$ cat src/sv/fpsl_pkg.sv
package fpsl_pkg;

   localparam int COUNT_BITS = 20;
   localparam int CFG_BITS   = 20;
   localparam int CSR_IDX_BITS = 2;
   localparam int BEAT_BITS  = 4;
   localparam int QUEUE_DEPTH = 4;
   localparam int QPTR_BITS  = $clog2(QUEUE_DEPTH);

   localparam logic [CFG_BITS-1:0] PULSE_TICKS_RESET  = CFG_BITS'(1000);
   localparam logic [CFG_BITS-1:0] INIT_TIMEOUT_RESET = CFG_BITS'(100000);
   localparam logic [CFG_BITS-1:0] DONE_TIMEOUT_RESET = CFG_BITS'(1000000);

   localparam logic [CSR_IDX_BITS-1:0] CSR_PULSE_TICKS  = 2'd0;
   localparam logic [CSR_IDX_BITS-1:0] CSR_INIT_TIMEOUT = 2'd1;
   localparam logic [CSR_IDX_BITS-1:0] CSR_DONE_TIMEOUT = 2'd2;

   localparam logic [1:0] MODE_START = 2'd0;
   localparam logic [1:0] MODE_DATA  = 2'd1;
   localparam logic [1:0] MODE_END   = 2'd2;
   localparam logic [1:0] MODE_TICK  = 2'd3;

   localparam logic [2:0] ST_IDLE     = 3'd0;
   localparam logic [2:0] ST_BUSY     = 3'd1;
   localparam logic [2:0] ST_OK       = 3'd2;
   localparam logic [2:0] ST_ABSENT   = 3'd3;
   localparam logic [2:0] ST_INIT_TO  = 3'd4;
   localparam logic [2:0] ST_PROG_ERR = 3'd5;
   localparam logic [2:0] ST_DONE_TO  = 3'd6;

   localparam logic [BEAT_BITS-1:0] LAST_BEAT = '1;

   typedef enum logic [5:0] {
      PH_IDLE     = 6'b000001,
      PH_PULSE    = 6'b000010,
      PH_INIT     = 6'b000100,
      PH_LOAD     = 6'b001000,
      PH_DWAIT    = 6'b010000,
      PH_FINISHED = 6'b100000
   } phase_type;

   typedef struct packed {
      logic       burst;
      logic       nconfig;
      logic       data0;
      logic [2:0] status;
      logic [7:0] data_byte;
   } cmd_type;

endpackage

$ cat src/sv/fpsl_front.sv
module fpsl_front
   import fpsl_pkg::*;
(
   input  logic                    clock,
   input  logic                    reset,
   input  logic                    req_valid,
   output logic                    req_ready,
   input  logic [1:0]              req_mode,
   input  logic [7:0]              req_data_byte,
   input  logic                    req_nstatus_pin,
   input  logic                    req_conf_done_pin,
   input  logic                    csr_we,
   input  logic [CSR_IDX_BITS-1:0] csr_index,
   input  logic [CFG_BITS-1:0]     csr_wdata,
   input  logic                    q_full,
   output logic                    q_push,
   output cmd_type                 q_cmd
);

   logic [CFG_BITS-1:0]   pulse_ticks_ff, init_timeout_ff, done_timeout_ff;
   phase_type             phase_ff, phase_in;
   logic [COUNT_BITS-1:0] wait_ff, wait_in, wait_inc;
   logic [2:0]            code_ff, code_in;
   logic                  nconfig_ff, nconfig_in;
   logic                  data0_ff, data0_in;
   logic [CFG_BITS-1:0]   limit;
   logic                  hit;
   logic                  accept;

   assign req_ready = !q_full;
   assign accept    = req_valid && req_ready;

   always_ff @(posedge clock) begin
      if (reset) begin
         pulse_ticks_ff  <= PULSE_TICKS_RESET;
         init_timeout_ff <= INIT_TIMEOUT_RESET;
         done_timeout_ff <= DONE_TIMEOUT_RESET;
      end else if (csr_we) begin
         unique case (csr_index)
            CSR_PULSE_TICKS:  pulse_ticks_ff  <= csr_wdata;
            CSR_INIT_TIMEOUT: init_timeout_ff <= csr_wdata;
            CSR_DONE_TIMEOUT: done_timeout_ff <= csr_wdata;
            default: ;
         endcase
      end
   end

   always_comb begin
      unique case (phase_ff)
         PH_PULSE: limit = pulse_ticks_ff;
         PH_INIT:  limit = init_timeout_ff;
         default:  limit = done_timeout_ff;
      endcase
      wait_inc = (wait_ff == '1) ? wait_ff : wait_ff + COUNT_BITS'(1);
      hit      = wait_inc >= limit;
   end

   always_comb begin
      phase_in   = phase_ff;
      wait_in    = wait_ff;
      code_in    = code_ff;
      nconfig_in = nconfig_ff;
      data0_in   = data0_ff;
      if (accept) begin
         unique case (req_mode)
            MODE_START: begin
               nconfig_in = 1'b0;
               data0_in   = 1'b0;
               phase_in   = PH_PULSE;
               wait_in    = '0;
               code_in    = ST_BUSY;
            end
            MODE_DATA: begin
               if (phase_ff == PH_LOAD) data0_in = req_data_byte[7];
            end
            MODE_END: begin
               if (phase_ff == PH_LOAD) begin
                  wait_in = '0;
                  if (!req_nstatus_pin) begin
                     code_in  = ST_PROG_ERR;
                     phase_in = PH_FINISHED;
                  end else begin
                     phase_in = PH_DWAIT;
                  end
               end
            end
            default: begin
               priority if (phase_ff == PH_PULSE) begin
                  wait_in = wait_inc;
                  if (hit) begin
                     wait_in = '0;
                     if (req_nstatus_pin) begin
                        code_in  = ST_ABSENT;
                        phase_in = PH_FINISHED;
                     end else begin
                        nconfig_in = 1'b1;
                        phase_in   = PH_INIT;
                     end
                  end
               end else if (phase_ff == PH_INIT) begin
                  if (req_nstatus_pin) begin
                     phase_in = PH_LOAD;
                     wait_in  = '0;
                  end else begin
                     wait_in = wait_inc;
                     if (hit) begin
                        code_in  = ST_INIT_TO;
                        phase_in = PH_FINISHED;
                        wait_in  = '0;
                     end
                  end
               end else if (phase_ff == PH_DWAIT) begin
                  if (req_conf_done_pin) begin
                     code_in  = ST_OK;
                     phase_in = PH_FINISHED;
                     wait_in  = '0;
                  end else begin
                     wait_in = wait_inc;
                     if (hit) begin
                        code_in  = ST_DONE_TO;
                        phase_in = PH_FINISHED;
                        wait_in  = '0;
                     end
                  end
               end else begin
               end
            end
         endcase
      end
   end

   always_ff @(posedge clock) begin
      if (reset) begin
         phase_ff   <= PH_IDLE;
         wait_ff    <= '0;
         code_ff    <= ST_IDLE;
         nconfig_ff <= 1'b1;
         data0_ff   <= 1'b0;
      end else begin
         phase_ff   <= phase_in;
         wait_ff    <= wait_in;
         code_ff    <= code_in;
         nconfig_ff <= nconfig_in;
         data0_ff   <= data0_in;
      end
   end

   assign q_push            = accept;
   assign q_cmd.burst       = (req_mode == MODE_DATA) && (phase_ff == PH_LOAD);
   assign q_cmd.nconfig     = nconfig_in;
   assign q_cmd.data0       = data0_in;
   assign q_cmd.status      = code_in;
   assign q_cmd.data_byte   = req_data_byte;

endmodule

$ cat src/sv/fpsl_queue.sv
module fpsl_queue
   import fpsl_pkg::*;
(
   input  logic    clock,
   input  logic    reset,
   input  logic    push,
   input  cmd_type push_cmd,
   output logic    full,
   input  logic    pop,
   output logic    empty,
   output cmd_type head_cmd
);

   cmd_type              entry_ff [QUEUE_DEPTH];
   logic [QPTR_BITS-1:0] wr_ptr_ff, rd_ptr_ff;
   logic [QPTR_BITS:0]   count_ff;

   assign full     = count_ff == (QPTR_BITS+1)'(QUEUE_DEPTH);
   assign empty    = count_ff == '0;
   assign head_cmd = entry_ff[rd_ptr_ff];

   always_ff @(posedge clock) begin
      if (push) entry_ff[wr_ptr_ff] <= push_cmd;
   end

   always_ff @(posedge clock) begin
      if (reset) begin
         wr_ptr_ff <= '0;
         rd_ptr_ff <= '0;
         count_ff  <= '0;
      end else begin
         if (push) wr_ptr_ff <= wr_ptr_ff + QPTR_BITS'(1);
         if (pop)  rd_ptr_ff <= rd_ptr_ff + QPTR_BITS'(1);
         if (push && !pop)      count_ff <= count_ff + (QPTR_BITS+1)'(1);
         else if (pop && !push) count_ff <= count_ff - (QPTR_BITS+1)'(1);
      end
   end

endmodule

$ cat src/sv/fpsl_back.sv
module fpsl_back
   import fpsl_pkg::*;
(
   input  logic       clock,
   input  logic       reset,
   input  logic       q_empty,
   input  cmd_type    q_head,
   output logic       q_pop,
   output logic       rsp_valid,
   input  logic       rsp_ready,
   output logic       rsp_nconfig_out,
   output logic       rsp_dclk_out,
   output logic       rsp_data0_out,
   output logic [2:0] rsp_status,
   output logic       rsp_last
);

   cmd_type              cmd_ff;
   logic                 active_ff;
   logic [BEAT_BITS-1:0] beat_ff;
   logic                 valid_ff;
   logic                 nconfig_ff, dclk_ff, data0_ff, last_ff;
   logic [2:0]           status_ff;
   logic                 out_free, step, final_beat;

   assign out_free   = !valid_ff || rsp_ready;
   assign step       = active_ff && out_free;
   assign final_beat = !cmd_ff.burst || (beat_ff == LAST_BEAT);
   assign q_pop      = !q_empty && (!active_ff || (step && final_beat));

   always_ff @(posedge clock) begin
      if (reset) begin
         active_ff <= 1'b0;
         beat_ff   <= '0;
         valid_ff  <= 1'b0;
      end else begin
         if (q_pop) begin
            active_ff <= 1'b1;
            beat_ff   <= '0;
         end else if (step) begin
            if (final_beat) active_ff <= 1'b0;
            beat_ff <= beat_ff + BEAT_BITS'(1);
         end
         if (step)          valid_ff <= 1'b1;
         else if (rsp_ready) valid_ff <= 1'b0;
      end
   end

   always_ff @(posedge clock) begin
      if (q_pop) cmd_ff <= q_head;
      if (step) begin
         nconfig_ff <= cmd_ff.nconfig;
         status_ff  <= cmd_ff.status;
         last_ff    <= final_beat;
         if (cmd_ff.burst) begin
            dclk_ff  <= !beat_ff[0];
            data0_ff <= cmd_ff.data_byte[beat_ff[BEAT_BITS-1:1]];
         end else begin
            dclk_ff  <= 1'b0;
            data0_ff <= cmd_ff.data0;
         end
      end
   end

   assign rsp_valid       = valid_ff;
   assign rsp_nconfig_out = nconfig_ff;
   assign rsp_dclk_out    = dclk_ff;
   assign rsp_data0_out   = data0_ff;
   assign rsp_status      = status_ff;
   assign rsp_last        = last_ff;

endmodule

$ cat src/sv/fpga_passive_serial_loader_unit.sv
// Channel   Direction  Handshake            Payload
// req       in         req_valid/req_ready  mode, data_byte, nstatus_pin, conf_done_pin
// rsp       out        rsp_valid/rsp_ready  nconfig_out, dclk_out, data0_out, status, last
// csr       in         csr_we               csr_index, csr_wdata
//
// A data byte in the loading phase gives 16 results, one per cycle from the output
// register while rsp_ready is high; every other item gives one. The front takes one
// item per cycle while the 4-entry command queue has room; the back end paces bytes.
// Synchronous reset returns the front to nCONFIG high and the registers to defaults.
// A stalled rsp_ready holds the output register; the queue then fills and drops req_ready.
module fpga_passive_serial_loader_unit
   import fpsl_pkg::*;
(
   input  logic                    clock,
   input  logic                    reset,
   input  logic                    req_valid,
   output logic                    req_ready,
   input  logic [1:0]              req_mode,
   input  logic [7:0]              req_data_byte,
   input  logic                    req_nstatus_pin,
   input  logic                    req_conf_done_pin,
   output logic                    rsp_valid,
   input  logic                    rsp_ready,
   output logic                    rsp_nconfig_out,
   output logic                    rsp_dclk_out,
   output logic                    rsp_data0_out,
   output logic [2:0]              rsp_status,
   output logic                    rsp_last,
   input  logic                    csr_we,
   input  logic [CSR_IDX_BITS-1:0] csr_index,
   input  logic [CFG_BITS-1:0]     csr_wdata
);

   logic    q_full, q_push, q_pop, q_empty;
   cmd_type q_cmd, q_head;

   fpsl_front u_front (
      .clock             (clock),
      .reset             (reset),
      .req_valid         (req_valid),
      .req_ready         (req_ready),
      .req_mode          (req_mode),
      .req_data_byte     (req_data_byte),
      .req_nstatus_pin   (req_nstatus_pin),
      .req_conf_done_pin (req_conf_done_pin),
      .csr_we            (csr_we),
      .csr_index         (csr_index),
      .csr_wdata         (csr_wdata),
      .q_full            (q_full),
      .q_push            (q_push),
      .q_cmd             (q_cmd)
   );

   fpsl_queue u_queue (
      .clock    (clock),
      .reset    (reset),
      .push     (q_push),
      .push_cmd (q_cmd),
      .full     (q_full),
      .pop      (q_pop),
      .empty    (q_empty),
      .head_cmd (q_head)
   );

   fpsl_back u_back (
      .clock           (clock),
      .reset           (reset),
      .q_empty         (q_empty),
      .q_head          (q_head),
      .q_pop           (q_pop),
      .rsp_valid       (rsp_valid),
      .rsp_ready       (rsp_ready),
      .rsp_nconfig_out (rsp_nconfig_out),
      .rsp_dclk_out    (rsp_dclk_out),
      .rsp_data0_out   (rsp_data0_out),
      .rsp_status      (rsp_status),
      .rsp_last        (rsp_last)
   );

endmodule

$ cat config.mk
export PLATFORM = sky130hd
export DESIGN_NAME = fpga_passive_serial_loader_unit
export DESIGN_NICKNAME = d
export VERILOG_FILES = /design/src/sv/fpsl_pkg.sv /design/src/sv/fpsl_front.sv /design/src/sv/fpsl_queue.sv /design/src/sv/fpsl_back.sv /design/src/sv/fpga_passive_serial_loader_unit.sv
export SDC_FILE = /design/constraint.sdc
export NUM_CORES = 1
export LEC_CHECK = 0
export ABC_AREA = 1
export BUFFER_PORTS_ARGS = -buffer_cell sky130_fd_sc_hd__clkbuf_2
export CAP_MARGIN = 5
export CORE_ASPECT_RATIO = 0.9
export CORE_UTILIZATION = 41
export DETAILED_ROUTE_END_ITERATION = 7
export PLACE_DENSITY = 0.58
export SETUP_SLACK_MARGIN = 0.15
export SYNTH_ARGS = -nofsm -noshare
export SYNTH_HDL_FRONTEND = slang
export SYNTH_HIERARCHICAL = 1
export SYNTH_SLANG_ARGS = --single-unit
$ cat constraint.sdc
create_clock -name clock -period 3.9 [get_ports clock]
set_input_delay 0.585 -clock clock [delete_from_list [all_inputs] [get_ports clock]]
set_output_delay 0.585 -clock clock [all_outputs]
set_load 0.005 [all_outputs]
==> results of run 1 <==
cell families after synthesis:
logic type	Yosys count	synth area share
compound gates	196	0.126
flops	183	0.512
buf+inv	140	0.0717
mux	1	0.00116
fa+ha+maj	32	0.0471
xor+xnor	15	0.0152
simple gates	468	0.226
worst paths after layout:
| path | slack (ns) | to |
|---|---|---|
| worst min-delay path | 0.37 | u_queue/entry_ff[0][5] |
| worst max register to register | 0.43 | u_queue/entry_ff[3][10] |
| worst min register to register | 0.42 | u_back/rsp_status[2] |
| worst max-delay path | 0.43 | u_queue/entry_ff[3][10] |
metrics by stage:
stage | hold slack (ns) | std cells | util
CTS | 0.352 | 1360 | 0.464
detailed placement | 0.405 | 1328 | 0.436
global placement | 0.403 | 1328 | 0.436
global route | 0.353 | 1362 | 0.465
floorplan | 0.400 | 1035 | -
finish | 0.370 | 1362 | 0.465
registers in the layout (all words and copies together), names as in the netlist, named ones only:
name and cells:
u_queue/entry_ff 56, u_front/done_timeout_ff 20, u_front/init_timeout_ff 20, u_front/pulse_ticks_ff 20, u_front/wait_ff 20, u_back/cmd_ff 14
u_front/phase_ff 6, u_back/beat_ff 4, u_back/rsp_status 3, u_front/code_ff 3, u_queue/count_ff 3, u_queue/rd_ptr_ff 2
u_queue/wr_ptr_ff 2, u_back/active_ff 1, u_back/rsp_data0_out 1, u_back/rsp_dclk_out 1, u_back/rsp_last 1, u_back/rsp_nconfig_out 1
u_back/rsp_valid 1, u_front/data0_ff 1, u_front/nconfig_ff 1
repair_timing:
action,in CTS,in global routing
resized for setup,0,5
setup endpoints to repair,0,10
endpoints found under the hold margin,0,0
cells in the final DEF (no fill, tap or decap), types with 3 or more instances in the layout:
master      Yosys  final
inv_8           0      4
o21ai_1         9      9
a22o_1         19     19
nor3_1          9      9
a21oi_1        66     66
edfxtp_1       77     77
nand2_2         9      9
inv_1          80     79
a31oi_1         3      3
o22ai_1        14     14
ha_1           31     31
buf_4          15     13
xor2_1         10     10
clkinvlp_4      0      3
dfxtp_1       106    106
clkbuf_16       0     18
inv_2           7      7
clkinv_4        0      6
clkbuf_2        1     47
nand4_1         9      9
o21ai_0        77     77
nor2_1        170    170
nand2_1       193    192
nand3_1        63     63
nor2_2          5      5
xnor2_1         5      5
area by class of cell:
class	instances	area [um^2]
multi-input cells	712	3610
fillers	2059	11100
flip-flops and latches	183	4430
repair buffers	60	333
clock buffers	19	454
clock inverters	13	131
repair inverters	2	15.0
inverters	87	330
well taps	286	358
where the power goes:
part / switching [mW] / leakage [nW] / internal [mW] / total [mW]
registers: 0.123 / 1.58 / 2.34 / 2.47
logic: 0.633 / 2.31 / 0.301 / 0.933
clock network: 0.805 / 0.288 / 0.887 / 1.69
worst max-delay path, cell delays in order (launching register included):
cell and delay, ns:
dfxtp_1 0.33, nor2_1 0.17, nand4_2 0.29, nand2_2 0.30, clkinvlp_4 0.32, a21oi_1 0.32, ha_1 0.27, nand2_1 0.08
nor2_1 0.08, nand2_1 0.07, nor2_1 0.04, nand2_1 0.06, nand4_2 0.26, nand2_1 0.17, inv_1 0.07, nor2_1 0.09
nand2_1 0.06, nand2_1 0.05, nand2_1 0.05, nand2_1 0.08, inv_1 0.07
routing by layer:
| layer | global-route usage | share of wire | up-vias |
|---|---|---|---|
| met3 | 0.0396 | 0.045 | 17 |
| met4 | 0.0573 | 0.011 | 0 |
| met1 | 0.261 | 0.47 | 3206 |
| met2 | 0.320 | 0.47 | 172 |
| met5 | 0 | 0 | - |
| li1 | - | - | 3501 |
synthesized netlist by cell type, drive strengths merged:
| library cell | instances | area (um^2) |
|---|---|---|
| and3 | 2 | 12.5 |
| o22a | 1 | 8.76 |
| nand3b | 1 | 7.51 |
| nor4 | 1 | 6.26 |
| o21ai | 86 | 430 |
| o31ai | 1 | 7.51 |
| xnor2 | 5 | 43.8 |
| nor3 | 11 | 71.3 |
| a21o | 1 | 7.51 |
| mux2i | 1 | 10.0 |
| nand4 | 11 | 81.3 |
| o211ai | 2 | 15.0 |
| a31oi | 3 | 18.8 |
| or2 | 2 | 12.5 |
| dfxtp | 106 | 2120 |
| o21bai | 2 | 15.0 |
| ha | 31 | 388 |
| clkbuf | 28 | 106 |
| a21oi | 66 | 330 |
| fa | 1 | 20.0 |
| nor2 | 175 | 669 |
| inv | 87 | 327 |
| nand2 | 202 | 781 |
| o22ai | 14 | 87.6 |
| nand3 | 63 | 315 |
| edfxtp | 77 | 2310 |
| o21a | 1 | 7.51 |
| xor2 | 10 | 87.6 |
| buf | 25 | 188 |
| a22o | 19 | 166 |
==> results.md, run 1 <==
- Netlist cell types: 42
- Pwr Total: 5.09 mW
- Crit end category: register
- Wire per inst: about 15 um
- Vias in the first global route: ~6500
- Nets: around 1100
- Fin area: between 9000 and 10000 um^2
- Pre-antenna DRT Iters: 5
- Pwr dens: approximately 530 nW/um^2
- Layout cell share with drive strength beyond 1: 0.113
- WP data required: between 4 and 5 ns
- Fin. max-slew vios: 0
- Endpoints failing setup: 0
- Seq/Total Area, Yosys: 0.512
- WS Path Type: register to register
- Setup WS post-layout: 0.430 ns
- Worst hold stages: 1
- CTS hold repair buffers: 0
- Clk_lat worst skew: around 0.44 ns
- Die Ht: about 140 um
- Number of setup buffers added after CTS: 0
- Total of max-cap violations: 0
- Vias post-DR: around 7000
- H-tree depth: 4
- Worst hold path type: input port to register
- Clk_skew: ~0.018 ns
- Pin count of the biggest net entering global routing: 33
- Crit path arrival time: 3.65 ns
- Clock buffer depth: 2
- N_diodes: 0
- Area Growth Syn to Fin: 11.7%
- TNS Setup: 0 ns
- DRT Wirelength: between 20000 and 25000 um
- Register-to-Register Path Depth: 20
- Row count: 50
- Crit start category: register
- Initial antenna violation count: 0
- DRC viols: 0
- Antenna viol nets, final: 0
- Yosys warns: 6
- Starting density of the core: 0.417
- Critical path origin: u_front/phase_ff[2]
- Final HPWL DP: between 10000 and 15000 um
- Reg clk slew, reported paths: roughly 0.070 ns
- Final critical-path share of the clock period: 0.890
- Fmax achieved: approximately 0.29 GHz
- LEAKAGE: roughly 4.2 nW
- Worst Max-Slew Pin Slew: slightly below 0.8 ns
- CTS root buffer: clkbuf_16
- Die X: 155 um
- CTS tree: yes
- Synth Area per Inst: approximately 8.4 um^2
- Status: finished clean
- Peak VDD IR: 0.000295 V
- Post-Place Cell Area: 9050 um^2
- Cells after synthesis: between 1000 and 1500
- Post-Syn Nets: 1106
- Num CTS Buffers: 17
- Register bit total from synthesis: between 150 and 200
- Fin crit period: ~3.5 ns
- Vias per cell: between 5 and 6
- Initial DRC Count: about 450
- Final Hold Fails: 0
- Hold wc startpoint: req_data_byte[5]
- Unrepaired setup endpoints after global routing: no
- # IOs: between 40 and 50
- Tot GR Track Use: 0.196
- Post-Syn Area: between 8000 and 9000 um^2
- FF-to-FF Start: u_front/phase_ff[2]
- First-pass GRT wire length: between 30000 and 40000 um
- # port buffers: 47
- Crit-path max FO: 10
- Core Box Area: around 21000 um^2
- DP Worst Slack: 0.509 ns
- Gr ovfl total: 0
- Die area: 21700 um^2
- RePlAce Congestion: 0.884
- Slew HR: 0.485
- Sink Count: 183
Power figures use the tool's default switching activity.
==> inputs of run 2 (changes only) <==
Settings changed: CORE_MARGIN set to 2, PLACE_DENSITY 0.58 to unset, PLACE_DENSITY_LB_ADDON set to 0.1.
Clock period 3.9 ns to 3.4 ns, I/O delays scaled along.
==> run 2 against run 1 <==
Compared with the run above: sequential power rose by 15%; routed wire length rose by 3.0%; largest cell class unchanged; sequential share of layout area fell by 1.6 points; critical endpoint is now u_queue/entry_ff[1][10]; clock power rose by 16%; count of clock-buffer cells in the layout fell by 2; cell count rose by 1.6%; combinational power rose by 15%; die area rose by 2.7%; clock skew fell by 0.0071 ns; global-route usage fell by 0.32 points; maximum frequency rose by 8.2%; worst hold slack got worse by 0.066 ns.
==> results.md, run 2 (synthesis results as in run 1) <==
- Final Hold Fails: 0 (unchanged)
- Final critical-path share of the clock period: 0.943 (was 0.890)
- Top reg by flops: u_queue/entry_ff (unchanged)
- Reg clk slew, reported paths: 0.07 ns (about the same)
- Pwr Total: 5.87 mW (was 5.09 mW)
- Status: finished clean (unchanged)
- Setup WS post-layout: 0.195 ns (was 0.430 ns)
- Unrepaired setup endpoints after global routing: yes (was no)
- Multi-input logic area: 3760 um^2 (was 3610 um^2)
- DRT Wirelength: 20900 um (was 20300 um)
- Hold slack: 0.304 ns (was 0.370 ns)
- CTS hold repair buffers: 0 (unchanged)
- Die X: 157 um (was 155 um)
- Gr ovfl total: 0 (unchanged)
- Initial antenna violation count: 0 (unchanged)
- TNS Setup: 0 ns (unchanged)
- Crit end category: register (unchanged)
- Pre-antenna DRT Iters: 5 (unchanged)
- Antenna viol nets, final: 0 (unchanged)
- Slew HR: 0.464 (was 0.485)
- CTS tree: yes (unchanged)
- Post-Place Cell Area: 9200 um^2 (was 9050 um^2)
- Num CTS Buffers: 17 (unchanged)
- Row count: 50 (unchanged)
- DP Worst Slack: 0.00594 ns (was 0.509 ns)
- Pin count of the biggest net entering global routing: 66 (was 33)
- H-tree depth: 4 (unchanged)
- First-pass GRT wire length: 33600 um (was 33200 um)
- Nets: 1156 (was 1134)
- Crit start category: register (unchanged)
- Endpoints failing setup: 0 (unchanged)
- Crit-path max FO: 8 (was 10)
- Total of max-cap violations: 0 (unchanged)
- Final HPWL DP: 13400 um (was 13500 um)
- Core Util, Final: 0.483 (was 0.465)
- Starting density of the core: 0.417 (unchanged)
- Fin crit period: 3.21 ns (was 3.47 ns)
- Worst hold path type: input port to register (unchanged)
- Sink Count: 183 (unchanged)
- Peak VDD IR: 0.000350 V (was 0.000295 V)
- Area Growth Syn to Fin: 16.0% (was 11.7%)
- Layout cell share with drive strength beyond 1: 0.162 (was 0.113)
- Wire per inst: 15.1 um (was 14.9 um)
- # IOs: 48 (unchanged)
- Core Box Area: 20800 um^2 (unchanged)
- Most frequent cells in the layout: 181 x nand2_1, 166 x nor2_1, 101 x dfxtp_1 (was 192 x nand2_1, 170 x nor2_1, 106 x dfxtp_1)
- CTS root buffer: clkbuf_16 (unchanged)
- Pwr dens: 585 nW/um^2 (was 527 nW/um^2)
- WS Path Type: register to register (unchanged)
- LEAKAGE: 4.34 nW (was 4.18 nW)
- Vias post-DR: 6859 (was 6896)
- Die Ht: 142 um (was 140 um)
- WP data required: 3.58 ns (was 4.08 ns)
- Final Non-Filler Cells: 1384 (was 1362)
- Clock buffer depth: 2 (unchanged)
- Clk_lat worst skew: 0.42 ns (was 0.44 ns)
- N_diodes: 0 (unchanged)
- Commonest non-fill, non-tap cell in the layout: nand2_1 (unchanged)
- Max reg flops: 56 (unchanged)
- DRC viols: 0 (unchanged)
- Fin. max-slew vios: 0 (unchanged)
- # fillers: 2052 (was 2059)
- Clk_skew: 0.0108 ns (was 0.0180 ns)
- Vias in the first global route: 6470 (was 6466)
- Initial DRC Count: 453 (was 448)
- Worst Max-Slew Pin Slew: 0.804 ns (was 0.772 ns)
- Vias per cell: 4.96 (was 5.06)
- Tot GR Track Use: 0.193 (was 0.196)
- Fmax achieved: 0.312 GHz (was 0.288 GHz)
- Crit path arrival time: 3.38 ns (was 3.65 ns)
- Register area: 4450 um^2 (was 4430 um^2)
- Dpl cells: 1343 (was 1328)
- Die area: 22300 um^2 (was 21700 um^2)
- RePlAce Congestion: 0.849 (was 0.884)
- # port buffers: 47 (unchanged)
- Fin area: 10000 um^2 (was 9660 um^2)
## run 2: changes by cell type in the layout (fill, tap and decap cells not counted), sizes merged
cell / previous run / this run
inv: 92 / 93
clkbuf: 66 / 64
clkinvlp: 3 / 0
buf: 13 / 37
clkinv: 7 / 8
bufinv: 0 / 1
## run 2: routing by layer
layer  vias up  GRT usage  share of wire
met5         -          0              0
met4         0     0.0512          0.011
met3        13     0.0315          0.036
met2       129      0.333           0.49
met1      3167      0.251           0.46
li1       3550          -              -
## run 2: timing repair
action / 4_1_cts / 5_1_grt
pin swaps: 1 / 20
gates resized for setup: 8 / 45
cloned: 0 / 0
setup buffers: 6 / 3
setup endpoints to repair: 41 / 45
## run 2: cell type report
class | instances | area share
clock buffers | 17 | 0.0424
well taps | 286 | 0.0356
multi-input cells | 712 | 0.375
inverters | 87 | 0.0328
flip-flops and latches | 183 | 0.443
clock inverters | 15 | 0.0160
repair buffers | 84 | 0.0556
## run 2: worst max-delay path: stages, from the launching register on
cell     delay, ns
dfxtp_4       0.38
ha_4          0.15
nand2_4       0.06
nor3_4        0.21
nand2_2       0.10
nor2_2        0.12
nand2_2       0.08
nor2_4        0.14
nor2_1        0.09
xor2_2        0.21
ha_1          0.28
nand2_2       0.10
a21oi_1       0.05
nor2_1        0.10
nand2_1       0.07
nand2_2       0.08
nand4_4       0.18
nand2_2       0.14
inv_2         0.04
nor2_1        0.09
nand2_1       0.05
nand2_1       0.05
nand2_1       0.06
nand2_2       0.08
inv_2         0.04
## run 2: worst paths after layout
| kind | startpoint | slack (ns) | cells after the start | to |
|---|---|---|---|---|
| worst max-delay path | u_front/wait_ff[1] | 0.19 | 24 | u_queue/entry_ff[1][10] |
| worst min-delay path | req_data_byte[2] | 0.30 | 1 | u_queue/entry_ff[3][2] |
| worst max register to register | u_front/wait_ff[1] | 0.19 | 24 | u_queue/entry_ff[1][10] |
| worst min register to register | u_back/cmd_ff[10] | 0.42 | 0 | u_back/rsp_status[2] |
## run 2: power by group
group	switching, mW	internal, mW
registers	0.155	2.69
logic	0.714	0.355
clock network	0.917	1.04
total	1.79	4.08
